**config.mk**
```make
export PLATFORM = sky130hd
export DESIGN_NAME = aes_ctrl
export DESIGN_NICKNAME = d
export VERILOG_FILES = /design/src/sv/aes_pkg.sv /design/src/sv/aes_ctrl.sv
export SDC_FILE = /design/constraint.sdc
export NUM_CORES = 1
export LEC_CHECK = 0
export BUFFER_PORTS_ARGS = -buffer_cell sky130_fd_sc_hd__buf_2
export CAP_MARGIN = 20
export CORE_UTILIZATION = 53
export DETAILED_ROUTE_END_ITERATION = 12
export PLACE_DENSITY_LB_ADDON = 0.3
export SLEW_MARGIN = 10
export SYNTH_ARGS = -nofsm -noshare
export SYNTH_HDL_FRONTEND = slang
export SYNTH_SLANG_ARGS = --single-unit
export TNS_END_PERCENT = 30
```
**constraint.sdc**
```tcl
create_clock -name clk_i -period 4.57 [get_ports clk_i]
set_clock_uncertainty 0.15 [all_clocks]
set_input_delay 1.371 -clock clk_i [delete_from_list [all_inputs] [get_ports clk_i]]
set_output_delay 1.371 -clock clk_i [all_outputs]
set_load 0.05 [all_outputs]
```
**src/sv/aes_pkg.sv**
```systemverilog
`default_nettype none
package aes_pkg;

  localparam int unsigned Rounds = 10;
  localparam int unsigned KeyWords = 22;

  typedef enum logic [0:0] {
    REQ_ENCRYPT = 1'b0,
    REQ_DECRYPT = 1'b1
  } req_type_e;

  typedef enum logic [0:0] {
    CFG_KEY_HIGH = 1'b0,
    CFG_KEY_LOW  = 1'b1
  } cfg_index_e;

  typedef struct packed {
    logic        req_type;
    logic [63:0] block_high;
    logic [63:0] block_low;
  } aes_in_t;

  typedef struct packed {
    logic [63:0] result_high;
    logic [63:0] result_low;
  } aes_out_t;

  typedef enum logic [2:0] {
    ST_IDLE,
    ST_EXPAND,
    ST_INIT,
    ST_ROUND,
    ST_DONE
  } aes_state_e;

  // Controller to datapath.
  typedef struct packed {
    logic       load;       // capture input block
    logic       decrypt;
    logic       exp_start;  // load key registers into expansion state
    logic       exp_step;   // write round key exp_idx, advance schedule
    logic [3:0] exp_idx;
    logic       rd_en;      // read round key rd_idx
    logic [3:0] rd_idx;
    logic       init;       // initial key addition
    logic       round;      // one cipher round
    logic       last;       // final round (no column mix)
    logic       out_load;   // move state to output register
  } aes_cmd_t;

  function automatic logic [7:0] sbox(input logic [7:0] x);
    logic [7:0] t [256];
    t = '{
      8'h63,8'h7c,8'h77,8'h7b,8'hf2,8'h6b,8'h6f,8'hc5,8'h30,8'h01,8'h67,8'h2b,8'hfe,8'hd7,8'hab,8'h76,
      8'hca,8'h82,8'hc9,8'h7d,8'hfa,8'h59,8'h47,8'hf0,8'had,8'hd4,8'ha2,8'haf,8'h9c,8'ha4,8'h72,8'hc0,
      8'hb7,8'hfd,8'h93,8'h26,8'h36,8'h3f,8'hf7,8'hcc,8'h34,8'ha5,8'he5,8'hf1,8'h71,8'hd8,8'h31,8'h15,
      8'h04,8'hc7,8'h23,8'hc3,8'h18,8'h96,8'h05,8'h9a,8'h07,8'h12,8'h80,8'he2,8'heb,8'h27,8'hb2,8'h75,
      8'h09,8'h83,8'h2c,8'h1a,8'h1b,8'h6e,8'h5a,8'ha0,8'h52,8'h3b,8'hd6,8'hb3,8'h29,8'he3,8'h2f,8'h84,
      8'h53,8'hd1,8'h00,8'hed,8'h20,8'hfc,8'hb1,8'h5b,8'h6a,8'hcb,8'hbe,8'h39,8'h4a,8'h4c,8'h58,8'hcf,
      8'hd0,8'hef,8'haa,8'hfb,8'h43,8'h4d,8'h33,8'h85,8'h45,8'hf9,8'h02,8'h7f,8'h50,8'h3c,8'h9f,8'ha8,
      8'h51,8'ha3,8'h40,8'h8f,8'h92,8'h9d,8'h38,8'hf5,8'hbc,8'hb6,8'hda,8'h21,8'h10,8'hff,8'hf3,8'hd2,
      8'hcd,8'h0c,8'h13,8'hec,8'h5f,8'h97,8'h44,8'h17,8'hc4,8'ha7,8'h7e,8'h3d,8'h64,8'h5d,8'h19,8'h73,
      8'h60,8'h81,8'h4f,8'hdc,8'h22,8'h2a,8'h90,8'h88,8'h46,8'hee,8'hb8,8'h14,8'hde,8'h5e,8'h0b,8'hdb,
      8'he0,8'h32,8'h3a,8'h0a,8'h49,8'h06,8'h24,8'h5c,8'hc2,8'hd3,8'hac,8'h62,8'h91,8'h95,8'he4,8'h79,
      8'he7,8'hc8,8'h37,8'h6d,8'h8d,8'hd5,8'h4e,8'ha9,8'h6c,8'h56,8'hf4,8'hea,8'h65,8'h7a,8'hae,8'h08,
      8'hba,8'h78,8'h25,8'h2e,8'h1c,8'ha6,8'hb4,8'hc6,8'he8,8'hdd,8'h74,8'h1f,8'h4b,8'hbd,8'h8b,8'h8a,
      8'h70,8'h3e,8'hb5,8'h66,8'h48,8'h03,8'hf6,8'h0e,8'h61,8'h35,8'h57,8'hb9,8'h86,8'hc1,8'h1d,8'h9e,
      8'he1,8'hf8,8'h98,8'h11,8'h69,8'hd9,8'h8e,8'h94,8'h9b,8'h1e,8'h87,8'he9,8'hce,8'h55,8'h28,8'hdf,
      8'h8c,8'ha1,8'h89,8'h0d,8'hbf,8'he6,8'h42,8'h68,8'h41,8'h99,8'h2d,8'h0f,8'hb0,8'h54,8'hbb,8'h16
    };
    return t[x];
  endfunction

  function automatic logic [7:0] inv_sbox(input logic [7:0] x);
    logic [7:0] t [256];
    t = '{
      8'h52,8'h09,8'h6a,8'hd5,8'h30,8'h36,8'ha5,8'h38,8'hbf,8'h40,8'ha3,8'h9e,8'h81,8'hf3,8'hd7,8'hfb,
      8'h7c,8'he3,8'h39,8'h82,8'h9b,8'h2f,8'hff,8'h87,8'h34,8'h8e,8'h43,8'h44,8'hc4,8'hde,8'he9,8'hcb,
      8'h54,8'h7b,8'h94,8'h32,8'ha6,8'hc2,8'h23,8'h3d,8'hee,8'h4c,8'h95,8'h0b,8'h42,8'hfa,8'hc3,8'h4e,
      8'h08,8'h2e,8'ha1,8'h66,8'h28,8'hd9,8'h24,8'hb2,8'h76,8'h5b,8'ha2,8'h49,8'h6d,8'h8b,8'hd1,8'h25,
      8'h72,8'hf8,8'hf6,8'h64,8'h86,8'h68,8'h98,8'h16,8'hd4,8'ha4,8'h5c,8'hcc,8'h5d,8'h65,8'hb6,8'h92,
      8'h6c,8'h70,8'h48,8'h50,8'hfd,8'hed,8'hb9,8'hda,8'h5e,8'h15,8'h46,8'h57,8'ha7,8'h8d,8'h9d,8'h84,
      8'h90,8'hd8,8'hab,8'h00,8'h8c,8'hbc,8'hd3,8'h0a,8'hf7,8'he4,8'h58,8'h05,8'hb8,8'hb3,8'h45,8'h06,
      8'hd0,8'h2c,8'h1e,8'h8f,8'hca,8'h3f,8'h0f,8'h02,8'hc1,8'haf,8'hbd,8'h03,8'h01,8'h13,8'h8a,8'h6b,
      8'h3a,8'h91,8'h11,8'h41,8'h4f,8'h67,8'hdc,8'hea,8'h97,8'hf2,8'hcf,8'hce,8'hf0,8'hb4,8'he6,8'h73,
      8'h96,8'hac,8'h74,8'h22,8'he7,8'had,8'h35,8'h85,8'he2,8'hf9,8'h37,8'he8,8'h1c,8'h75,8'hdf,8'h6e,
      8'h47,8'hf1,8'h1a,8'h71,8'h1d,8'h29,8'hc5,8'h89,8'h6f,8'hb7,8'h62,8'h0e,8'haa,8'h18,8'hbe,8'h1b,
      8'hfc,8'h56,8'h3e,8'h4b,8'hc6,8'hd2,8'h79,8'h20,8'h9a,8'hdb,8'hc0,8'hfe,8'h78,8'hcd,8'h5a,8'hf4,
      8'h1f,8'hdd,8'ha8,8'h33,8'h88,8'h07,8'hc7,8'h31,8'hb1,8'h12,8'h10,8'h59,8'h27,8'h80,8'hec,8'h5f,
      8'h60,8'h51,8'h7f,8'ha9,8'h19,8'hb5,8'h4a,8'h0d,8'h2d,8'he5,8'h7a,8'h9f,8'h93,8'hc9,8'h9c,8'hef,
      8'ha0,8'he0,8'h3b,8'h4d,8'hae,8'h2a,8'hf5,8'hb0,8'hc8,8'heb,8'hbb,8'h3c,8'h83,8'h53,8'h99,8'h61,
      8'h17,8'h2b,8'h04,8'h7e,8'hba,8'h77,8'hd6,8'h26,8'he1,8'h69,8'h14,8'h63,8'h55,8'h21,8'h0c,8'h7d
    };
    return t[x];
  endfunction

  function automatic logic [7:0] xtime(input logic [7:0] a);
    return {a[6:0], 1'b0} ^ (a[7] ? 8'h1b : 8'h00);
  endfunction

endpackage
`default_nettype wire

```
**src/sv/aes_ctrl.sv**
```systemverilog
`default_nettype none
module aes_ctrl
  import aes_pkg::*;
(
  input  wire logic     clk_i,
  input  wire logic     rst_ni,
  input  wire logic     cfg_we_i,
  input  wire logic     in_valid_i,
  output logic          in_stall_o,
  output logic          out_valid_o,
  input  wire logic     out_stall_i,
  input  wire logic     decrypt_i,
  output aes_cmd_t      cmd_o
);

  aes_state_e state_q, state_d;
  logic       expanded_q, expanded_d;
  logic       dec_q, dec_d;
  logic [3:0] cnt_q, cnt_d;
  logic       ovalid_q, ovalid_d;

  always_ff @(posedge clk_i or negedge rst_ni) begin
    if (!rst_ni) begin
      state_q    <= ST_IDLE;
      expanded_q <= 1'b0;
      dec_q      <= 1'b0;
      cnt_q      <= '0;
      ovalid_q   <= 1'b0;
    end else begin
      state_q    <= state_d;
      expanded_q <= expanded_d;
      dec_q      <= dec_d;
      cnt_q      <= cnt_d;
      ovalid_q   <= ovalid_d;
    end
  end

  logic take;

  always_comb begin
    state_d    = state_q;
    expanded_d = expanded_q;
    dec_d      = dec_q;
    cnt_d      = cnt_q;
    ovalid_d   = ovalid_q;
    cmd_o      = '0;
    cmd_o.decrypt = dec_q;
    in_stall_o = (state_q != ST_IDLE);
    take       = in_valid_i && (state_q == ST_IDLE);
    if (ovalid_q && !out_stall_i) ovalid_d = 1'b0;
    unique case (state_q)
      ST_IDLE: begin
        if (take) begin
          cmd_o.load = 1'b1;
          dec_d = decrypt_i;
          cnt_d = '0;
          if (expanded_q) begin
            state_d = ST_INIT;
            cmd_o.rd_en = 1'b1;
            cmd_o.rd_idx = decrypt_i ? 4'(Rounds) : 4'd0;
          end else begin
            state_d = ST_EXPAND;
            cmd_o.exp_start = 1'b1;
          end
        end
      end
      ST_EXPAND: begin
        cmd_o.exp_step = 1'b1;
        cmd_o.exp_idx  = cnt_q;
        if (cnt_q == 4'(Rounds)) begin
          expanded_d = 1'b1;
          cnt_d = '0;
          state_d = ST_INIT;
          cmd_o.rd_en = 1'b1;
          cmd_o.rd_idx = dec_q ? 4'(Rounds) : 4'd0;
        end else begin
          cnt_d = cnt_q + 4'd1;
        end
      end
      ST_INIT: begin
        cmd_o.init = 1'b1;
        cnt_d = 4'd1;
        cmd_o.rd_en = 1'b1;
        cmd_o.rd_idx = dec_q ? 4'(Rounds - 1) : 4'd1;
        state_d = ST_ROUND;
      end
      ST_ROUND: begin
        cmd_o.round = 1'b1;
        cmd_o.last  = (cnt_q == 4'(Rounds));
        if (cnt_q == 4'(Rounds)) begin
          state_d = ST_DONE;
        end else begin
          cnt_d = cnt_q + 4'd1;
          cmd_o.rd_en = 1'b1;
          cmd_o.rd_idx = dec_q ? 4'(Rounds) - cnt_q - 4'd1 : cnt_q + 4'd1;
        end
      end
      ST_DONE: begin
        if (!ovalid_q || !out_stall_i) begin
          cmd_o.out_load = 1'b1;
          ovalid_d = 1'b1;
          state_d = ST_IDLE;
        end
      end
      default: state_d = ST_IDLE;
    endcase
    if (cfg_we_i) expanded_d = 1'b0;
  end

  assign out_valid_o = ovalid_q;

endmodule
`default_nettype wire

```
==> summary.md, run 1 <==
| Metric | Value |
|---|---|
| Result of the run | finished, final reports clean |
| Dominant cell type by area after synthesis | sky130_fd_sc_hd__dfrtp_1 |
| Antenna viol nets, final | 0 |
| Clock sink count | 10 |
| Htree depth | 1 |
| Cell count after synthesis | 95 |
| Ys async rst share | 1.000 |
| Nets@finish | 127 |
| Number of vias per cell after detailed routing | 6.046 |
| Layout overhead on the synthesized area | 16.23% |
| Die Height | 41.08 um |
| Average size of a mapped cell | 8.521 sq um |
| Initial antenna violation count | 0 |
| Starting density of the core | 0.5925 |
| Netlist cell types | 39 |
| Latest clock arrival within the worst-skew pair | 0.27 ns |
| Maximum capacitance violations | 0 |
| Endpoints failing hold | 0 |
| Instance count after placement with tap cells included | 127 |
| Post-detailed-routing wire length | 1823 um |
| Largest net degree at the start of global routing | 19 |
| Max Root-Sink Buffers | 2 |
| Total half-perimeter wirelength after legalization and detailed placement | 1378 um |
| CP most frequent cell | sky130_fd_sc_hd__buf_2 |
| Sequential element share of the synthesized area | 0.3091 |
| Combined area of all synthesized cells | 809.5 sq um |
| I/O Buffers | 24 |
| Biggest area contributors in the synthesized netlist | sky130_fd_sc_hd__dfrtp_1, sky130_fd_sc_hd__ha_1, sky130_fd_sc_hd__nand2_1, sky130_fd_sc_hd__inv_1, sky130_fd_sc_hd__nor2_1 |
| Hold Buf Count CTS | 0 |
| Global route overflow | 0 |
| Number of buffers created by CTS | 3 |
| Highest net fanout along the worst path | 5 |
| Final Non-Filler Cells | 131 |
| Post-layout minimum cycle time | 3.865 ns |
| Number of placed I/O pins | 25 |
| Worst max-slew margin expressed relative to the limit | 0.6356 |
| Post_cts resized | 0 |
| Pins Over Slew Limit | 0 |
| Total number of vias | 792 |
| Top cell type's share of synthesized area | 0.3091 |
| Detail-routed net length per standard cell | 13.92 um |
| First-pass GRT wire length | 2815 um |
| Total die area | 1688 sq um |
| Worst-path cell chain | buf_2, nor4b_4, a32oi_1, o311ai_1, buf_2 |
| Critical path endpoint category | primary output |
| Worst-Margin Slew | 0.5466 ns |
| CP Data Arrival Time | 2.34 ns |
| Endpoints failing setup | 0 |
| Kind of critical path | input pin to primary output |
| #FFs+latches synth | 10 |
| Placer Congestion | 0.8650 |
| Top_reg_cell synth | sky130_fd_sc_hd__dfrtp_1 |
| CTS tree | yes |
| Worst slack on hold paths | 0.3723 ns |
| Post-synth EDFFs | 0 |
| RSZ-0062 raised after global routing | false |
| Post-route clock period utilization | 0.8456 |
| End-of-flow core utilization | 0.6886 |
| Nets in the synthesized netlist | 105 |
| CORE AREA | 1366 sq um |
| Via count of the first global-routing pass | 634 |
| Peak clock frequency supported by timing | 258.8 MHz |
| Clock edge transition at the registers on the reported setup and hold paths | 0.06 ns |
| Gr usage total | 0.2619 |
| Antenna fix cells | 0 |
| Number of design-rule violations left by the first detailed-router iteration | 24 |
| Layout cell share with drive strength beyond 1 | 0.2931 |
| Die X-Extent | 41.08 um |
| Data required, critical path | 3.05 ns |
| Classification of the worst-slack hold path | flop to flop |
| Postcts setup bufs | 0 |
| Detailed-router iteration count before antenna repair | 4 |
| Post-detailed-route DRC marker count | 0 |
| Number of synthesis warnings | 0 |
| Worst path max stage delay | 0.31 ns |
| Cell at the slowest stage of the critical path | sky130_fd_sc_hd__nor4b_4 |
| Nature of the critical path startpoint | input pin |
| Setup tns final | 0 ns |
| Library cell used as clock root buffer | sky130_fd_sc_hd__clkbuf_4 |
| Number of rows created at floorplan | 13 |
## synth_stat cells, types with 2 or more instances
cell type	n
sky130_fd_sc_hd__and3_1	3
sky130_fd_sc_hd__a211oi_1	3
sky130_fd_sc_hd__buf_6	2
sky130_fd_sc_hd__ha_1	4
sky130_fd_sc_hd__nand2_1	10
sky130_fd_sc_hd__nor2_1	7
sky130_fd_sc_hd__buf_4	2
sky130_fd_sc_hd__xor2_1	2
sky130_fd_sc_hd__a21boi_0	2
sky130_fd_sc_hd__o21ai_0	4
sky130_fd_sc_hd__nand2b_1	2
sky130_fd_sc_hd__nor3_1	3
sky130_fd_sc_hd__clkbuf_2	2
sky130_fd_sc_hd__dfrtp_1	10
sky130_fd_sc_hd__and3b_1	2
sky130_fd_sc_hd__o22ai_1	3
sky130_fd_sc_hd__inv_1	7
sky130_fd_sc_hd__and2_1	2
sky130_fd_sc_hd__a21oi_1	5
## critical path: cells and delay by family
family | cells | cell delay [ns]
AOI/OAI and AO/OA | 2 | 0.22
buffers and inverters | 2 | 0.44
and+or+nand+nor | 1 | 0.31
## final timing paths
kind | cells after the start | endpoint | slack, ns | startpoint
min in group asynchronous | 1 | state_q[1] | 0.80 | rst_ni
setup reg to reg | 5 | cnt_q[3] | 2.76 | cnt_q[0]
max in group asynchronous | 1 | out_valid_o | 3.28 | rst_ni
setup / recovery | 5 | cmd_o[7] | 0.71 | in_valid_i
hold reg to reg | 2 | out_valid_o | 0.37 | out_valid_o
hold / removal | 2 | out_valid_o | 0.37 | out_valid_o
## metrics by stage
stage	instance area, sq um	setup WS (ns)
after CTS	940.9	0.7193
final	940.9	0.7054
after detailed placement	904.6	0.7200
after global routing	940.9	0.6134
after global placement	904.6	0.7639
after floorplan	818.3	0.3257
## per-layer routing
layer,global-route usage,routed length (um),up-vias
met4,0.06667,0,0
li1,-,-,389
met3,0.08152,150,0
met1,0.3456,838,362
met5,0,0,-
met2,0.4102,834,41
## sequential cells by signal (all words and copies together) (netlist names)
name         flops
cnt_q            4
dec_q            1
expanded_q       1
out_valid_o      1
state_q          3
## logic make-up (layout without fill, tap and decap cells)
| kind of cell | Yosys count | in the layout | synth area share |
|---|---|---|---|
| simple gates | 39 | 39 | 0.2782 |
| flops | 10 | 10 | 0.3091 |
| compound gates | 26 | 26 | 0.2318 |
| xor+xnor | 2 | 2 | 0.02164 |
| buf+inv | 14 | 35 | 0.09737 |
| fa+ha+maj | 4 | 4 | 0.06183 |
## cell type report
class	count	area [sq um]
clock buffers	4	36.28
repair buffers	24	120.1
fillers	117	425.4
inverters	7	26.28
flip-flops and latches	10	250.2
well taps	15	18.77
multi-input cells	71	489.2
## placed cells by master (no fill, tap or decap), drive strengths merged, types with 3 or more instances in the layout
cell    count
buf        24
nor3        3
ha          4
and3        4
nand2      10
a211oi      4
clkbuf      4
o21ai       4
a21oi       5
o22ai       3
and3b       3
dfrtp      10
nor2        7
inv         7
Power of run 1 is left out: the tool's default activity adds up to more than one toggle a clock period on the data nets, which glitch-free logic cannot reach.
==> inputs of run 2 (changes only) <==
--- a/config.mk
+++ b/config.mk
@@ -7,7 +7,7 @@
 export LEC_CHECK = 0
 export BUFFER_PORTS_ARGS = -buffer_cell sky130_fd_sc_hd__buf_2
 export CAP_MARGIN = 20
-export CORE_UTILIZATION = 53
+export CORE_UTILIZATION = 49
 export DETAILED_ROUTE_END_ITERATION = 12
 export PLACE_DENSITY_LB_ADDON = 0.3
 export SLEW_MARGIN = 10
==> constraint.sdc (replaced) <==
create_clock -name clk_i -period 3.7 [get_ports clk_i]
set_clock_uncertainty 0.15 [all_clocks]
set_input_delay 1.11 -clock clk_i [delete_from_list [all_inputs] [get_ports clk_i]]
set_output_delay 1.11 -clock clk_i [all_outputs]
set_load 0.05 [all_outputs]
==> run 2 against run 1 <==
Against the previous run: wire length up 13%; first-iteration DRC count up 8.3%; highest routed layer unchanged; flip-flop and latch count stayed put; via count increased by 6.3%; die area up 7.8%; final area grew 0.93%; setup slack got worse by 0.36 ns; register-to-register slack got worse by 0.90 ns; non-clock buffer count grew 1; worst hold slack improved by 0.020 ns; critical path depth did not move.
==> summary.md, run 2 (synthesized netlist as in run 1, its figures left out) <==
| Metric | Value |
|---|---|
| Number of design-rule violations left by the first detailed-router iteration | 26 (+8.3%) |
| Post-detailed-route DRC marker count | 0 (unchanged) |
| Worst-path cell chain | buf_2, nor4b_4, a32oi_1, o311ai_1, buf_2 |
| Starting density of the core | 0.5312 (-0.06129) |
| Classification of the worst-slack hold path | flop to flop |
| Met2 GRT Util | 0.3636 (-0.04652) |
| Number of cells on the worst reg-to-reg path | 5 (unchanged) |
| CTS tree | yes |
| Via count of the first global-routing pass | 757 (+19%) |
| Cell at the slowest stage of the critical path | sky130_fd_sc_hd__nor4b_4 |
| Die Height | 42.65 um (+3.8%) |
| Endpoints failing setup | 0 (unchanged) |
| Total die area | 1819 sq um (+7.8%) |
| Worst max-slew margin expressed relative to the limit | 0.6402 (+0.004627) |
| Placer Congestion | 0.8858 (+2.4%) |
| I/O Buffers | 24 (unchanged) |
| Library cell used as clock root buffer | sky130_fd_sc_hd__clkbuf_4 |
| Nature of the critical path startpoint | input pin |
| Setup tns final | 0 ns (unchanged) |
| M3 GR Usage | 0.06034 (-0.02118) |
| Post-layout minimum cycle time | 3.354 ns |
| Endpoints failing hold | 0 (unchanged) |
| Htree depth | 1 (unchanged) |
| Nets@finish | 128 (+0.79%) |
| Reg-to-reg setup timing slack | 1.86 ns (-0.90 ns) |
| Worst path max stage delay | 0.31 ns (about the same) |
| Total number of vias | 842 (+6.3%) |
| Detailed-router iteration count before antenna repair | 4 (unchanged) |
| Pins Over Slew Limit | 0 (unchanged) |
| Final non-filler cell area | 949.7 sq um (+0.93%) |
| Worst slack on hold paths | 0.3922 ns (+0.01982 ns) |
| Hold Startpoint | out_valid_o |
| Post-route clock period utilization | 0.9066 |
| Commonest non-fill, non-tap cells in the layout | sky130_fd_sc_hd__buf_2, sky130_fd_sc_hd__nand2_1, sky130_fd_sc_hd__dfrtp_1 |
| Data required, critical path | 2.44 ns (-0.61 ns) |
| Layout overhead on the synthesized area | 17.31% |
| Post-detailed-routing wire length | 2052 um (+13%) |
| Number of placed I/O pins | 25 (unchanged) |
| Routing usage on met1 | 0.3161 (-0.02956) |
| Max Root-Sink Buffers | 2 (unchanged) |
| Post_cts resized | 0 (unchanged) |
| Layout cell share with drive strength beyond 1 | 0.2991 (+0.006042) |
| FILL cells | 129 (+10%) |
| Number of rows created at floorplan | 14 (+1) |
| Latest clock arrival within the worst-skew pair | 0.27 ns (about the same) |
| Critical path endpoint category | primary output |
| Highest net fanout along the worst path | 5 (unchanged) |
| Endpoint, Worst Hold | out_valid_o |
| Antenna fix cells | 0 (unchanged) |
| Peak clock frequency supported by timing | 298.1 MHz |
| Sequential cell area | 250.2 sq um (unchanged) |
| Largest net degree at the start of global routing | 18 (-1) |
| Kind of critical path | input pin to primary output |
| Number of vias per cell after detailed routing | 6.331 (+4.7%) |
| Maximum capacitance violations | 0 (unchanged) |
| Initial antenna violation count | 0 (unchanged) |
| Clock sink count | 10 (unchanged) |
| Die X-Extent | 42.65 um (+3.8%) |
| Result of the run | finished, final reports clean |
| Biggest registers after layout | cnt_q (4), state_q (3) |
| Total half-perimeter wirelength after legalization and detailed placement | 1501 um (+8.9%) |
| Register with the most flip-flops | cnt_q |
| Max reg flops | 4 (unchanged) |
| Endpoint of the most critical register-to-register path | cnt_q[1] |
| Critical path's top delay family | buffers and inverters |
| Detail-routed net length per standard cell | 15.43 um (+11%) |
| Hold Buf Count CTS | 0 (unchanged) |
| Postcts setup bufs | 0 (unchanged) |
| CORE AREA | 1524 sq um (+12%) |
| Placed inst area | 913.4 sq um (+0.97%) |
| CP most frequent cell | sky130_fd_sc_hd__buf_2 |
| Area of combinational cells with multiple inputs | 489.2 sq um (unchanged) |
| First-pass GRT wire length | 3277 um (+16%) |
| Gr usage total | 0.2341 (-0.02777) |
| Origin of the critical flop-to-flop path | cnt_q[0] |
| Cell depth of the worst hold path | 2 (unchanged) |
| CP Data Arrival Time | 2.09 ns (-0.25 ns) |
| RSZ-0062 raised after global routing | false |
| Antenna viol nets, final | 0 (unchanged) |
| Worst path buffer plus inverter count | 2 (unchanged) |
| Critical path depth | 5 (unchanged) |
| Clock edge transition at the registers on the reported setup and hold paths | 0.06 ns (about the same) |
| Worst-Margin Slew | 0.5397 ns (-0.006940 ns) |
| End-of-flow core utilization | 0.6232 (-0.06549) |
| Number of buffers created by CTS | 3 (unchanged) |
| Most used routing layer | met2 |
| Most common cell after layout, fill and taps aside | sky130_fd_sc_hd__buf_2 |
| Global route overflow | 0 (unchanged) |
[run 2: cell count changes in the layout (fill, tap and decap cells not counted)]
cell,change
sky130_fd_sc_hd__buf_4,+1
sky130_fd_sc_hd__o21ai_0,-1
sky130_fd_sc_hd__o21ai_1,+1
[run 2: routing by layer]
metal / routed length (um) / part of all wire
met4: 0 / 0
met1: 911 / 0.44
met5: 0 / 0
met2: 946 / 0.46
met3: 193 / 0.094
[run 2: worst reg2reg max path, delay by kind of cell (launching register included)]
kind | cells | cell delay, ns
DFF | 1 | 0.48
AOI/OAI and AO/OA | 2 | 0.44
and+or+nand+nor | 1 | 0.26
adders and majority gates | 1 | 0.24
buffers and inverters | 1 | 0.12
[run 2: final cells by class]
cell class,instances,share of cell area
well taps,16,0.02108
flip-flops and latches,10,0.2635
inverters,7,0.02767
repair buffers,25,0.1344
clock buffers,4,0.03821
multi-input cells,71,0.5152
[run 2: how the worst max path moves through the flow]
| stage | slack [ns] | endpoint | startpoint |
|---|---|---|---|
| 6_report | 0.35 | cmd_o[7] | in_valid_i |
| 5_1_grt | 0.25 | cmd_o[8] | cnt_q[0] |
| 4_1_cts | 0.36 | cmd_o[7] | in_valid_i |
| 3_5_place_dp | 0.36 | cmd_o[7] | in_valid_i |
| 3_3_place_gp | 0.41 | cmd_o[7] | in_valid_i |
| 2_1_floorplan | 0.008 | cmd_o[5] | in_valid_i |
[run 2: metrics by stage]
step                      instances  setup slack [ns]
after floorplan                  95          0.008308
after global placement          129            0.4117
after detailed placement        129            0.3629
after CTS                       133            0.3586
after global routing            133            0.2482
final                           133            0.3458
Power of run 2 is left out for the same reason.
